$ cat src/rtl/kde_pkg.sv
package kde_pkg;

  localparam logic [1:0] CMD_CLEAR  = 2'd0;
  localparam logic [1:0] CMD_APPEND = 2'd1;
  localparam logic [1:0] CMD_EVAL   = 2'd2;

  localparam logic [1:0] STAT_OK    = 2'd0;
  localparam logic [1:0] STAT_EMPTY = 2'd1;
  localparam logic [1:0] STAT_FULL  = 2'd2;
  localparam logic [1:0] STAT_SAT   = 2'd3;

  localparam logic CFG_INV_BANDWIDTH = 1'b0;
  localparam logic CFG_DENSITY_FLOOR = 1'b1;

  typedef struct packed {
    logic [1:0]         command;
    logic signed [15:0] sample_value;
  } in_t;

  typedef struct packed {
    logic [31:0] density;
    logic [1:0]  status;
  } out_t;

  typedef enum logic [1:0] {
    OP_CLEAR,
    OP_APPEND,
    OP_EVAL,
    OP_NOP
  } op_t;

  typedef struct packed {
    op_t                op;
    logic signed [15:0] value;
  } req_t;

endpackage

$ cat src/rtl/kde_queue.sv
module kde_queue (
  input  logic          clk,
  input  logic          rst,
  input  logic          push_valid,
  output logic          push_ready,
  input  kde_pkg::req_t push_req,
  output logic          pop_valid,
  input  logic          pop_ready,
  output kde_pkg::req_t pop_req
);

  kde_pkg::req_t slots [2];
  logic          wr_ptr;
  logic          rd_ptr;
  logic [1:0]    fill;
  logic          do_push;
  logic          do_pop;

  assign push_ready = (fill != 2'd2);
  assign pop_valid  = (fill != 2'd0);
  assign pop_req    = slots[rd_ptr];
  assign do_push    = push_valid && push_ready;
  assign do_pop     = pop_valid && pop_ready;

  always_ff @(posedge clk) begin
    if (rst) begin
      wr_ptr <= 1'b0;
      rd_ptr <= 1'b0;
      fill   <= 2'd0;
    end else begin
      if (do_push) begin
        wr_ptr <= !wr_ptr;
      end
      if (do_pop) begin
        rd_ptr <= !rd_ptr;
      end
      if (do_push && !do_pop) begin
        fill <= fill + 2'd1;
      end else if (do_pop && !do_push) begin
        fill <= fill - 2'd1;
      end
    end
    if (do_push) begin
      slots[wr_ptr] <= push_req;
    end
  end

endmodule

$ cat config.mk
export PLATFORM = sky130hd
export DESIGN_NAME = kde_queue
export DESIGN_NICKNAME = d
export VERILOG_FILES = /design/src/rtl/kde_pkg.sv /design/src/rtl/kde_queue.sv
export SDC_FILE = /design/constraint.sdc
export NUM_CORES = 1
export LEC_CHECK = 0
export BUFFER_PORTS_ARGS = -buffer_cell sky130_fd_sc_hd__buf_2
export CORE_MARGIN = 2
export CORE_UTILIZATION = 47
export CTS_BUF_LIST = sky130_fd_sc_hd__clkbuf_4
export DETAILED_ROUTE_END_ITERATION = 6
export HOLD_SLACK_MARGIN = 0.03
export PLACE_DENSITY = 0.73
export SYNTH_ARGS = -nofsm -noshare
export SYNTH_HDL_FRONTEND = slang
export SYNTH_SLANG_ARGS = --single-unit
$ cat constraint.sdc
create_clock -name clk -period 3.4 [get_ports clk]
set_clock_uncertainty 0.1 [all_clocks]
set_input_delay 0.34 -clock clk [delete_from_list [all_inputs] [get_ports clk]]
set_output_delay 0.34 -clock clk [all_outputs]
set_load 0.01 [all_outputs]
==> run summary, run 1 <==
I/O Pins = 42
largest net degree at the start of global routing = 19
FILL cells = 267
reg2reg path depth = 2
Worst Setup End Kind = output pin
Crit path largest cell delay = 850 ps
total CTS buffers = 5
Mapped Avg Cell Area = 19.0 um2
flops & latches, synth = 41
final setup vio count = 0
layout cell share with drive strength beyond 1 = 54.3%
GR Layer Usage met1 = 14.0%
port bufs = 41
Longest Clk Path Bufs = 2
GRT Util Overall = 14.0%
clock root cell = clkbuf_4
switching share of total power = 28.7%
final WL = 2310 um
worst skew pair latency = 330 ps
Area Growth Syn to Fin = 20.3%
grt met2 use = 24.1%
via density per instance = 4.88
Residual DRC = 0
Critical Path AT = 1740 ps
largest family of logic cells by synthesized area = multiplexers
hold_buf cts = 0
# nets final = 149
Hold WC Path Type = input port to register
n_diodes = 0
Synth Area in Simple Gates = 3.29%
H-tree depth = 2
vias in the first global route = 770
Post-Synth Adder-Cell Area = 0.824%
Warnings, synthesis = 0
internal power = 0.890 mW
Final Critical Period = 2180 ps
Mapped Area = 1520 um2
sequential area share after synthesis = 77.8%
XOR/XNOR Fraction of Synth Area = 1.73%
Vert. Die Dim = 60.9 um
Rel. slew slack = 44.7%
period utilization = 64.1%
RSZ-0062 raised after global routing = no
PwrDens = 683 nW/um2
Critical Path RT = 2960 ps
Top Usage Layer GRT = met2
logic gate share of total power = 26.1%
Setup CP Type = register to output pin
grt ovf = 0
Max FO, Critical Path = 18
mux share of post-synthesis cell area = 13.3%
Critical Path Source Type = register
Seq pwr share = 55.0%
die width = 60.9 um
Reg clk slew, reported paths = 110 ps
slew of the pin with the lowest slew margin = 830 ps
final cell count without fillers = 171
worst path bufs/invs = 1
Slew Viols, Final = 0
FMAX = 459 MHz
CP top delay family = flip-flops
Mapped Nets = 103
net switching power figure = 0.358 mW
count of unique library cells instantiated by Yosys = 18
Clk pwr share = 18.9%
initial antenna violation count = 0
initial core utilization = 49.8%
Final Wtd Congestion = 0.633
routing usage on met3 = 6.40%
first-pass GRT wire length = 3460 um
crit path cell chain = mux2_2 > buf_2
Max VDD drop = 0.367 mV
core area = 3050 um2
Die ar. = 3700 um2
CTS tree = done
Max-cap violations = 0
Mapped Cells = 80
postcts setup bufs = 0
slowest CP cell = dfxtp_1
HPWL Detailed = 1610 um
Inst Count DP = 163
status = complete, no violations
Hold Violations, Final = 0
complex-gate fraction of the synthesized area = 1.98%
Detail Route Antenna Nets = 0
total clock sinks = 41
most frequent cells in the layout = buf_2 (41), edfxtp_1 (36), mux2_2 (18)
P_leak = 0.693 nW
Worst Hold Depth = 1
total number of cells along the worst setup path = 2
setup TNS = 0 ps
CTS resizes = 0
post-DR wirelength/cell = 13.5 um
TritonRoute pass-1 iters = 4
final core occ = 59.8%
commonest non-fill, non-tap cell in the layout = buf_2
Rows = 20
initial drt markers = 37
Vias = 835
[registers in the layout, indices dropped and copies added, names as in the netlist, named ones only]
register  flops
slots        36
fill          2
rd_ptr        1
wr_ptr        1
[power groups by stage]
stage                     registers (mW)  logic (mW)  clock network, mW
after global routing               0.699       0.361              0.269
after CTS                          0.690       0.334              0.246
final                              0.687       0.326              0.236
after global placement             0.694       0.321                  0
after detailed placement           0.702       0.332                  0
after floorplan                    0.662       0.247                  0
[per-stage QoR]
step | hold slack, ps | cell area, um2 | power (mW) | worst slack, ps
after floorplan | 309 | 1520 | 0.910 | 1720
after global placement | 384 | 1770 | 1.02 | 1570
after detailed placement | 400 | 1770 | 1.03 | 1530
after CTS | 63.4 | 1830 | 1.27 | 1160
after global routing | 46.0 | 1830 | 1.33 | 1080
final | 84.7 | 1830 | 1.25 | 1220
[final timing paths]
check                       startpoint                     end  slack (ps)
hold / removal            push_req[16]  slots[0][16]$_DFFE_PP_          80
setup / recovery              register             pop_req[17]        1220
setup reg to reg  fill[0]$_SDFFE_PP0P_   slots[1][2]$_DFFE_PP_        1570
hold reg to reg    rd_ptr$_SDFFE_PP0P_                register         430
[Yosys cell counts (all sizes together)]
library cell | number | area (um2)
o21ai | 2 | 10.0
or2 | 1 | 6.26
or3 | 1 | 6.26
a21oi | 2 | 10.0
a21bo | 1 | 10.0
mux2 | 18 | 203
and3 | 1 | 6.26
xor2 | 3 | 26.3
nor2 | 3 | 11.3
nand2b | 1 | 6.26
inv | 1 | 3.75
and2 | 1 | 6.26
nand3b | 1 | 7.51
ha | 1 | 12.5
buf | 2 | 12.5
edfxtp | 36 | 1080
dfxtp | 5 | 100
[metal layers]
layer	part of all wire, %	up-vias
met5	0	-
li1	-	398
met3	5.0	7
met1	39	402
met2	54	28
met4	2.6	0
[cells by family after synthesis]
group | after synthesis
compound gates | 5
xor+xnor | 3
fa+ha+maj | 1
buf+inv | 3
flops | 41
mux | 18
simple gates | 9
[area by class of cell]
cell class                      instances  area, um2  area share, %
Clock buffer                            6       45.0           2.47
Clock inverter                          2       15.0          0.822
Inverter                                1       3.75          0.205
Multi-Input combinational cell         36        322           17.6
Sequential cell                        41       1180           64.7
Tap cell                               44       55.1           3.01
Timing Repair Buffer                   41        205           11.2
[worst register-to-register path: cells and delay by family, from the launching register on]
| kind | cells | cell delay [ps] |
|---|---|---|
| simple gates | 2 | 920 |
| flops | 1 | 440 |
(Power assumes the default switching activity.)
==> inputs of run 2 (changes only) <==
Settings changed: PLACE_DENSITY 0.73 to 0.76.
Clock period 3.4 ns to 1.9 ns, I/O delays scaled along.
==> run 2 against run 1 <==
Against the previous run: critical path type is now register to register; non-clock buffer count is 23 higher; critical path depth rose by 3; global-route usage increased by 1.7 points.
==> run summary, run 2 (synthesized netlist as in run 1, its figures left out) <==
status = complete, no violations
Critical Path Source Type = register
port bufs = 41
Max-cap violations = 0
most frequent cells in the layout = buf_2 (41), edfxtp_1 (36), dlygate4sd3_1 (19)
FMAX = 581 MHz
Critical Path AT = 1880 ps
RSZ-0062 raised after global routing = no
PwrDens = 1120 nW/um2
largest net degree at the start of global routing = 19
logic gate share of total power = 30.8%
largest register by flop count = slots
Reg clk slew, reported paths = 110 ps
Vert. Die Dim = 60.9 um
dpl ws = 137 ps
postcts setup bufs = 0
Reg area = 1180 um2
Slew Viols, Final = 0
Critical Path RT = 2060 ps
Top Usage Layer GRT = met2
# nets final = 172
worst skew pair latency = 330 ps
Rows = 20
die width = 60.9 um
Largest register FFs = 36
Clk pwr share = 17.6%
CTS tree = done
Crit path largest cell delay = 380 ps
hold slack = 84.2 ps
initial drt markers = 41
net switching power figure = 0.648 mW
setup ws final = 177 ps
FILL cells = 236
layout cell share with drive strength beyond 1 = 49.3%
internal power = 1.65 mW
Vias = 923
via density per instance = 4.76
switching share of total power = 28.2%
Final Critical Period = 1720 ps
P_leak = 0.804 nW
n_diodes = 0
crit path cell chain = nand2b_4 > and2_1 > ha_1 > or3_1 > a21oi_1
clock root cell = clkbuf_4
Worst Setup End Kind = register
slowest CP cell = dfxtp_1
TritonRoute pass-1 iters = 4
Max FO, Critical Path = 5
H-tree depth = 2
Rel. slew slack = 80.9%
grt met2 use = 28.6%
setup TNS = 0 ps
post-DR wirelength/cell = 13.6 um
total clock sinks = 41
Hold WC Path Type = input port to register
final setup vio count = 0
Hold Violations, Final = 0
GR Layer Usage met1 = 16.0%
HPWL Detailed = 1760 um
GRT Util Overall = 15.6%
routing usage on met3 = 3.84%
Final Wtd Congestion = 0.624
Die ar. = 3700 um2
Max VDD drop = 0.763 mV
slew of the pin with the lowest slew margin = 284 ps
first-pass GRT wire length = 3930 um
commonest non-fill, non-tap cell in the layout = buf_2
Residual DRC = 0
Detail Route Antenna Nets = 0
period utilization = 90.7%
Longest Clk Path Bufs = 2
initial antenna violation count = 0
Setup CP Type = register to register
final WL = 2630 um
Seq pwr share = 51.6%
initial core utilization = 49.8%
core area = 3050 um2
I/O Pins = 42
Area Growth Syn to Fin = 34.9%
grt ovf = 0
vias in the first global route = 878
total CTS buffers = 5
Multi-input gate area = 329 um2
biggest regs = slots x36, fill x2
run 2: power groups by stage:
stage	registers, mW	logic, mW	clock network (mW)
after CTS	1.18	0.705	0.420
after detailed placement	1.20	0.672	0
final	1.19	0.706	0.404
after global routing	1.20	0.775	0.451
after global placement	1.19	0.650	0
after floorplan	1.19	0.442	0
run 2: through the flow:
| step | power, mW | instances | util (%) | area (um2) |
|---|---|---|---|---|
| 2_1_floorplan | 1.63 | 80 | - | 1520 |
| 3_3_place_gp | 1.84 | 167 | 58.9 | 1800 |
| 3_5_place_dp | 1.88 | 167 | 58.9 | 1800 |
| 4_1_cts | 2.31 | 194 | 66.9 | 2040 |
| 5_1_grt | 2.43 | 194 | 67.1 | 2050 |
| 6_report | 2.30 | 194 | 67.1 | 2050 |
run 2: repair_timing:
item                                    in CTS  in global routing
endpoints found under the hold margin       41                  0
hold buffers                                19                  0
resized for setup                            0                  1
endpoints found under the setup margin       0                  1
run 2: final timing paths:
kind | slack [ps] | depth (start not counted) | startpoint | to
hold / removal | 80 | 3 | push_valid | wr_ptr$_SDFFE_PP0P_
hold reg to reg | 420 | 2 | rd_ptr$_SDFFE_PP0P_ | rd_ptr$_SDFFE_PP0P_
setup / recovery | 180 | 5 | fill[0]$_SDFFE_PP0P_ | fill[1]$_SDFFE_PP0P_
setup reg to reg | 180 | 5 | fill[0]$_SDFFE_PP0P_ | fill[1]$_SDFFE_PP0P_
run 2: final cells by class:
class / count / share of cell area, %
inverter: 1 / 0.183
timing repair buffer: 64 / 20.8
sequential: 41 / 57.6
multi-input combinational: 36 / 16.1
clock buffer: 6 / 2.20
tap: 44 / 2.69
clock inverter: 2 / 0.488
run 2: critical path: cells and delay by family (launching register included):
| family | cells | cell delay [ps] |
|---|---|---|
| DFF | 1 | 380 |
| and+or+nand+nor | 3 | 700 |
| AOI/OAI and AO/OA | 1 | 160 |
| adders and majority gates | 1 | 330 |
run 2: per-layer routing:
layer / vias to the layer above / share of wire, %
met1: 449 / 39
met3: 5 / 3.8
met4: 0 / 1.3
li1: 446 / -
met5: - / 0
met2: 23 / 56
