$ cat src/rtl/kde_pkg.sv
package kde_pkg;

  localparam logic [1:0] CMD_CLEAR  = 2'd0;
  localparam logic [1:0] CMD_APPEND = 2'd1;
  localparam logic [1:0] CMD_EVAL   = 2'd2;

  localparam logic [1:0] STAT_OK    = 2'd0;
  localparam logic [1:0] STAT_EMPTY = 2'd1;
  localparam logic [1:0] STAT_FULL  = 2'd2;
  localparam logic [1:0] STAT_SAT   = 2'd3;

  localparam logic CFG_INV_BANDWIDTH = 1'b0;
  localparam logic CFG_DENSITY_FLOOR = 1'b1;

  typedef struct packed {
    logic [1:0]         command;
    logic signed [15:0] sample_value;
  } in_t;

  typedef struct packed {
    logic [31:0] density;
    logic [1:0]  status;
  } out_t;

  typedef enum logic [1:0] {
    OP_CLEAR,
    OP_APPEND,
    OP_EVAL,
    OP_NOP
  } op_t;

  typedef struct packed {
    op_t                op;
    logic signed [15:0] value;
  } req_t;

endpackage

$ cat src/rtl/kde_front.sv
module kde_front (
  input  logic         clk,
  input  logic         rst,
  input  logic         in_valid,
  output logic         in_ready,
  input  kde_pkg::in_t in_item,
  output logic         push_valid,
  input  logic         push_ready,
  output kde_pkg::req_t push_req
);

  logic          hold_valid;
  kde_pkg::req_t hold_req;
  kde_pkg::req_t req_next;

  always_comb begin
    req_next.value = in_item.sample_value;
    case (in_item.command)
      kde_pkg::CMD_CLEAR:  req_next.op = kde_pkg::OP_CLEAR;
      kde_pkg::CMD_APPEND: req_next.op = kde_pkg::OP_APPEND;
      kde_pkg::CMD_EVAL:   req_next.op = kde_pkg::OP_EVAL;
      default:             req_next.op = kde_pkg::OP_NOP;
    endcase
  end

  assign in_ready   = !hold_valid || push_ready;
  assign push_valid = hold_valid;
  assign push_req   = hold_req;

  always_ff @(posedge clk) begin
    if (rst) begin
      hold_valid <= 1'b0;
    end else if (in_ready) begin
      hold_valid <= in_valid;
    end
    if (in_valid && in_ready) begin
      hold_req <= req_next;
    end
  end

endmodule

$ cat config.mk
export PLATFORM = sky130hd
export DESIGN_NAME = kde_front
export DESIGN_NICKNAME = d
export VERILOG_FILES = /design/src/rtl/kde_pkg.sv /design/src/rtl/kde_front.sv
export SDC_FILE = /design/constraint.sdc
export NUM_CORES = 1
export LEC_CHECK = 0
export BUFFER_PORTS_ARGS = -buffer_cell sky130_fd_sc_hd__buf_4
export CELL_PAD_IN_SITES_DETAIL_PLACEMENT = 1
export CELL_PAD_IN_SITES_GLOBAL_PLACEMENT = 1
export CORE_ASPECT_RATIO = 1.5
export CORE_MARGIN = 5
export CORE_UTILIZATION = 27
export DETAILED_ROUTE_END_ITERATION = 12
export GPL_TIMING_DRIVEN = 0
export PLACE_DENSITY = 0.82
export SYNTH_ARGS = -nofsm -noshare
export SYNTH_HDL_FRONTEND = slang
export SYNTH_SLANG_ARGS = --single-unit
$ cat constraint.sdc
create_clock -name clk -period 1.08 [get_ports clk]
set_clock_uncertainty 0.2 [all_clocks]
set_input_delay 0.216 -clock clk [delete_from_list [all_inputs] [get_ports clk]]
set_output_delay 0.216 -clock clk [all_outputs]
set_load 0.02 [all_outputs]
==> results of run 1 <==
==> per-layer routing <==
layer | track usage (%) | wire length [µm]
met1 | 11.0 | 589
met2 | 23.0 | 1010
met3 | 1.74 | 104
met5 | 0 | 0
met4 | 12.8 | 114
==> worst paths after layout <==
path	slack [ns]	to	cells past startpoint	startpoint
min reg2reg	0.50	push_valid$_SDFFE_PP0P_	4	push_valid$_SDFFE_PP0P_
max	-0.23	push_req[15]	1	push_req[15]$_DFFE_PP_
max reg2reg	-0.11	push_req[10]$_DFFE_PP_	3	push_valid$_SDFFE_PP0P_
min	0.12	push_req[15]$_DFFE_PP_	2	in_valid
==> logic make-up after synthesis <==
| group | Yosys count | synth area share, % |
|---|---|---|
| flip-flops | 19 | 92.9 |
| buffers and inverters | 3 | 1.87 |
| AND/OR/NAND/NOR | 2 | 3.73 |
| AO/OA/AOI/OAI | 1 | 1.45 |
==> cell usage in the layout (no fill, tap or decap), drive strengths merged <==
master       instances
buf                 42
dlygate4sd3         20
edfxtp              18
clkbuf               5
and2                 4
nand2b               1
inv                  1
a21oi                1
clkinv               1
dfxtp                1
==> flip-flops by register name, indices dropped and copies added (netlist names) <==
register and count:
push_valid 1, push_req 18
==> what timing repair did <==
action | in CTS | in global routing
pin swaps | 3 | 1
hold buffers | 20 | 0
buffers inserted | 2 | 1
cloned | 3 | 0
endpoints found under the hold margin | 19 | 0
endpoints found under the setup margin | 38 | 39
gates resized for setup | 23 | 2
==> cell usage after synthesis <==
master and count:
edfxtp_1 18, inv_1 1, dfxtp_1 1, and2_4 1
a21oi_2 1, nand2b_4 1, clkbuf_1 2
==> stage by stage <==
stage / total power [mW] / utilization, % / setup slack [ns]
2_1_floorplan: 0.967 / - / -0.165
3_3_place_gp: 1.09 / 42.6 / -0.134
3_5_place_dp: 1.09 / 42.6 / -0.157
4_1_cts: 1.56 / 58.3 / -0.249
5_1_grt: 1.62 / 59.0 / -0.277
6_report: 1.54 / 59.0 / -0.232
==> final cells by class <==
class	count	share of cell area (%)
plain buffers	2	0.583
flip-flops and latches	19	43.8
clock inverters	1	0.389
repair buffers	62	46.5
multi-input cells	6	4.47
inverters	1	0.292
clock buffers	3	1.75
well taps	23	2.24
==> power breakdown <==
group / leakage [nW] / total, mW / internal [mW] / switching (mW)
combinational: 0.347 / 0.314 / 0.193 / 0.121
clock: 0.0177 / 0.352 / 0.138 / 0.214
sequential: 0.183 / 0.878 / 0.856 / 0.0216
total: 0.548 / 1.54 / 1.19 / 0.357
==> metrics, run 1 <==
area grow syn2layout 113%; RSZ-0062 raised after global routing yes; Synth Instances 25; power density cells 1200 mW/mm²; RePlAce Congestion 0.604; DRT Wirelength 1.82 mm; fin crit share 121%; vias 507; Rows 21; vias per std cell 4.33; Nets 117; fraction of the yosys area taken by sequential cells 92.9%; area post-placement 928 µm²; max_cap viols 0; # port buffers 39; Slew @ Worst Pin 0.122 ns; total grt overflow 0; min cycle time layout 1.31 ns; first-pass GRT wire length 2.92 mm; Yosys cell types 7; Root Driver clkbuf_4; Starting Density 27.7%; CP endpoint kind output pin; Avg WL per Cell 15.5 µm; #FFs+latches synth 19; vias in the first global route 610; First-pass DRT Iterations 2; residual DRC count 0; total track usage 12.4%; setup TNS -5.45 ns; CP cell instances buf_6; worst path required time 0.66 ns; status complete, but fails checks; Clock transition at path regs 0.11 ns; antenna cell count 0; floorplan core area 0.00218 mm²; Clk Latency, worst-skew pair 0.29 ns; post-synth top area share 89.6%; Crit Path Category reg -> out; TritonCTS clock tree done; final hold vios 0; Slew HR 91.8%; slowest cell delay on critical path 0.44 ns; # setup viols final 38; syn nets 47; # fillers 216; clk buf depth 2; H-tree depth 1; delay-heaviest family, CP flip-flops; CP max FO 1; DIE HEIGHT 67.9 µm; Design Area, Final 0.00129 mm²; Pleak 0.548 nW; Fmax 762 MHz; Final ANT Viol Nets 0; Multi-input gate area 57.6 µm²; Crit-path slowest cell edfxtp_1; antenna violations before repair 0; Clock Sinks 19; cts bufs inserted 3; top cells by area, synth edfxtp_1 (90%), dfxtp_1 (3.3%), nand2b_4 (2.3%); Synth Cell Area 603 µm²; Max Slew Vio Count 0; HP Class in -> reg; initial DRC count 2; layout cell share with drive strength beyond 1 56.4%; full die area 0.00330 mm²; yosys synthesis warning count 0; area leader, netlist edfxtp_1; register area 564 µm²; Die X 48.6 µm; CP arrival 0.90 ns; Fin Hold WS 0.122 ns; post-detail-place hpwl 1.17 mm; Mean Syn Cell Area 24.1 µm²; crit path launch type flip-flop; VDD IR max 971 µV; dpl cells 87; failing checks negative setup slack; I/O pin total 42; Worst Slack Setup Final -0.232 ns; fin cells 117; WP buf/inv 1; largest net degree at the start of global routing 12
Power figures use the tool's default switching activity.
==> run 2, diff against run 1 <==
- CELL_PAD_IN_SITES_DETAIL_PLACEMENT: 1 -> not set
- CELL_PAD_IN_SITES_GLOBAL_PLACEMENT: 1 -> not set
- CORE_ASPECT_RATIO: 1.5 -> not set
- CORE_UTILIZATION: 27 -> 34
- PLACE_DENSITY: 0.82 -> 0.81
==> run 2 against run 1 <==
  * The flow still finishes with violations (negative setup slack)
  * Wire length decreased by 6.3%
  * First-iteration DRC count fell by 50%
  * Sequential power about the same
  * Sequential share of layout area hardly changed
  * Via count fell by 3.0%
  * Count of clock-buffer cells in the layout stayed put
  * Die area is 18% lower
  * Critical path depth rose by 1
  * Highest routed layer is now met3
==> metrics, run 2 (same netlist as run 1, synthesis figures left out) <==
total track usage 12.5%; cts bufs inserted 3; min cycle time layout 1.28 ns; CP arrival 0.86 ns; slowest cell delay on critical path 0.38 ns; Clock transition at path regs 0.11 ns; vias 492; failing checks negative setup slack; Pleak 0.547 nW; Fin Hold WS 0.119 ns; total power draw 1.54 mW; reg2reg end push_req[3]$_DFFE_PP_; residual DRC count 0; Slew @ Worst Pin 0.110 ns; VDD IR max 723 µV; largest net degree at the start of global routing 19; Slew HR 92.7%; CP startpoint push_valid$_SDFFE_PP0P_; CP max FO 3; Crit-path slowest cell dfxtp_4; Fmax 782 MHz; clk buf depth 2; CP cell instances nand2b_4 > buf_6; TritonCTS clock tree done; worst path required time 0.66 ns; Multi-input gate area 57.6 µm²; area grow syn2layout 113%; CP endpoint kind output pin; # fillers 114; vias per std cell 4.13; layout cell share with drive strength beyond 1 56.4%; # port buffers 39; Place WS -0.158 ns; area post-placement 931 µm²; most frequent cells in the layout buf_4 (21), buf_6 (21), dlygate4sd3_1 (20), edfxtp_1 (18), and2_4 (4); max reg flops 18; Avg WL per Cell 14.3 µm; DIE HEIGHT 52.1 µm; Root Driver clkbuf_4; HP Class in -> reg; I/O pin total 42; vias in the first global route 495; antenna cell count 0; Max Slew Vio Count 0; floorplan core area 0.00171 mm²; fin cells 119; DRT Wirelength 1.70 mm; R2R depth 3; register area 564 µm²; Worst Hold Path EP push_req[2]$_DFFE_PP_; final hold vios 0; Design Area, Final 0.00129 mm²; status complete, but fails checks; Clock Sinks 19; worst hold stages 2; crit path launch type flip-flop; first-pass GRT wire length 2.31 mm; max_cap viols 0; Die X 52.1 µm; full die area 0.00272 mm²; initial DRC count 1; Crit Path Category reg -> out; First-pass DRT Iterations 2; Reg2Reg Launch Point push_valid$_SDFFE_PP0P_; fin crit share 118%; Final ANT Viol Nets 0; RePlAce Congestion 0.642; reg-to-reg slack, setup -0.13 ns; Worst Slack Setup Final -0.198 ns; antenna violations before repair 0; # setup viols final 38; dpl cells 89; RSZ-0062 raised after global routing yes; H-tree depth 1; power density cells 1200 mW/mm²; Rows 15; total grt overflow 0; Nets 117; min-delay src in_valid; Clk Latency, worst-skew pair 0.28 ns; Starting Density 35.3%
-- run 2: cell counts in the layout (fill, tap and decap cells not counted) --
No cell type changed its count.
-- run 2: area by class of cell --
cell class,count,area share [%]
Sequential cell,19,43.9
Inverter,1,0.292
Clock buffer,3,1.75
Buffer,2,0.584
Tap cell,25,2.43
Clock inverter,1,0.389
Timing Repair Buffer,62,46.2
Multi-Input combinational cell,6,4.47
-- run 2: what timing repair did --
action,CTS,global route
cloned,0,3
pin swaps,0,3
hold buffers,20,0
gates resized for setup,18,6
endpoints found under the hold margin,19,0
setup buffers,0,3
setup endpoints to repair,38,38
-- run 2: metrics by stage --
| step | TNS (ns) | util, % |
|---|---|---|
| after global placement | -2.49 | 54.5 |
| final | -5.41 | 75.3 |
| after global routing | -6.84 | 75.3 |
| after detailed placement | -2.85 | 54.5 |
| after floorplan | -2.96 | - |
| after CTS | -6.52 | 71.8 |
-- run 2: worst max path at each step --
stage / endpoint / depth (start not counted)
floorplan: push_req[0]$_DFFE_PP_ / 2
global placement: push_req[13]$_DFFE_PP_ / 3
detailed placement: push_req[13]$_DFFE_PP_ / 3
CTS: in_ready / 2
global route: in_ready / 2
finish: in_ready / 2
-- run 2: where the power goes --
part | internal (mW) | switching [mW] | total (mW)
Clock | 0.138 | 0.212 | 0.349
Sequential | 0.856 | 0.0211 | 0.877
Combinational | 0.192 | 0.121 | 0.313
-- run 2: worst max-delay path: cells and delay by family, from the launching register on --
family	cells	cell delay (ns)
buffers and inverters	1	0.13
flip-flops	1	0.38
AND/OR/NAND/NOR	1	0.07
-- run 2: layer usage --
layer | vias up | share of wire [%] | GRT usage (%) | wire [µm]
met5 | - | 0 | 0 | 0
met4 | 0 | 0 | 5.24 | 0
met3 | 0 | 15 | 4.58 | 253
met2 | 36 | 51 | 23.2 | 868
met1 | 223 | 34 | 12.2 | 582
li1 | 233 | - | - | -
==> run 3, diff against run 2 <==
--- a/constraint.sdc
+++ b/constraint.sdc
@@ -4,2 +4,2 @@
 set_output_delay 0.216 -clock clk [all_outputs]
-set_load 0.02 [all_outputs]
+set_load 0.05 [all_outputs]
==> run 3 against run 2 <==
  * The flow still finishes with violations (negative setup slack)
  * Via count down 2.8%
  * Utilization down 1.1 points
  * Count of clock-buffer cells in the layout unchanged
  * Wire length up 3.3%
==> metrics, run 3 (same netlist as run 1, synthesis figures left out) <==
DIE HEIGHT 52.1 µm; Slew HR 90.1%; switching power 0.461 mW; WP buf/inv 1; total grt overflow 0; Final ANT Viol Nets 0; CP arrival 0.90 ns; most frequent cells in the layout buf_4 (21), dlygate4sd3_1 (20), buf_6 (18), edfxtp_1 (18), and2_4 (4); first-pass GRT wire length 2.74 mm; commonest non-fill, non-tap cell in the layout buf_4; Clock transition at path regs 0.11 ns; area post-placement 931 µm²; min cycle time layout 1.31 ns; vias 478; Clk Latency, worst-skew pair 0.29 ns; vias per std cell 4.09; floorplan core area 0.00171 mm²; worst path required time 0.66 ns; # port buffers 39; top layer in use met3; HP Class in -> reg; Crit-path slowest cell dfxtp_4; CP endpoint kind output pin; initial DRC count 3; fin cells 117; RSZ-0062 raised after global routing yes; DRT Wirelength 1.76 mm; total power draw 1.64 mW; Design Area, Final 0.00127 mm²; fin crit share 122%; CP cell instances nand2b_4 > buf_8; Place WS -0.158 ns; antenna violations before repair 0; failing checks negative setup slack; VDD IR max 702 µV; Starting Density 35.3%; Met1 Wirelength 616 µm; max reg flops 18; Crit Path Category reg -> out; # setup viols final 38; TritonCTS clock tree done; Root Driver clkbuf_4; final hold vios 0; CP max FO 3; delay-heaviest family, CP flip-flops; Avg WL per Cell 15.0 µm; H-tree depth 1; register area 564 µm²; antenna cell count 0; Nets 115; cts bufs inserted 3; Fin Hold WS 0.0114 ns; DR WL met2 886 µm; max_cap viols 0; total track usage 14.8%; Fmax 761 MHz; Worst Slack Setup Final -0.233 ns; Slew @ Worst Pin 0.149 ns; Int Power 1.18 mW; switching share of power 28.0%; setup TNS -6.74 ns; met3 wire length 257 µm; # fillers 122; Multi-input gate area 57.6 µm²; dpl cells 89; Clock Sinks 19; residual DRC count 0; crit path launch type flip-flop; RePlAce Congestion 0.642; post-layout util 74.2%; Max Slew Vio Count 0; layout cell share with drive strength beyond 1 55.4%; First-pass DRT Iterations 3; clk buf depth 2; slowest cell delay on critical path 0.37 ns; Rows 15; status complete, but fails checks; full die area 0.00272 mm²; Pleak 0.537 nW; Die X 52.1 µm; combinational share of power 24.8%; largest net degree at the start of global routing 12; cts-stage hold buffer count 20; part of the power in registers 53.3%; vias in the first global route 543; power density cells 1300 mW/mm²; Clock Power Share 21.9%; area grow syn2layout 110%; I/O pin total 42
-- run 3: cell count changes in the layout (fill, tap and decap cells not counted), sizes merged --
| cell | previous run | this run |
|---|---|---|
| buf | 42 | 40 |
-- run 3: worst register-to-register path: cells and delay by family (launching register included) --
family | cells | cell delay, ns
AND/OR/NAND/NOR | 2 | 0.27
buffers and inverters | 1 | 0.13
flip-flops | 1 | 0.37
-- run 3: layer usage --
layer  vias up  track usage, %
met5         -               0
met3         0            5.73
li1        227               -
met1       215            15.1
met4         0            5.24
met2        36            27.0
-- run 3: cell type report --
class | count | share of cell area, %
buffer | 2 | 0.592
multi-input combinational | 6 | 4.54
tap | 25 | 2.47
clock buffer | 3 | 1.78
inverter | 1 | 0.296
clock inverter | 1 | 0.395
timing repair buffer | 60 | 45.4
sequential | 19 | 44.5
-- run 3: final timing paths --
| kind | to | slack, ns | cells past startpoint | from |
|---|---|---|---|---|
| max reg2reg | push_req[0]$_DFFE_PP_ | -0.16 | 3 | push_valid$_SDFFE_PP0P_ |
| min reg2reg | push_valid$_SDFFE_PP0P_ | 0.33 | 2 | push_valid$_SDFFE_PP0P_ |
| max | in_ready | -0.23 | 2 | push_valid$_SDFFE_PP0P_ |
| min | push_valid$_SDFFE_PP0P_ | 0.01 | 3 | push_ready |
-- run 3: what timing repair did --
item,in CTS,in global routing
hold endpoints to repair,19,1
pin swaps,1,1
setup endpoints to repair,38,38
cloned,2,1
setup buffers,1,0
resized for setup,22,1
-- run 3: power groups by stage --
stage,combinational [mW],sequential (mW),clock (mW)
4_1_cts,0.400,0.876,0.368
3_5_place_dp,0.304,0.885,0
6_report,0.407,0.877,0.360
3_3_place_gp,0.301,0.884,0
5_1_grt,0.427,0.881,0.412
2_1_floorplan,0.0310,1.03,0
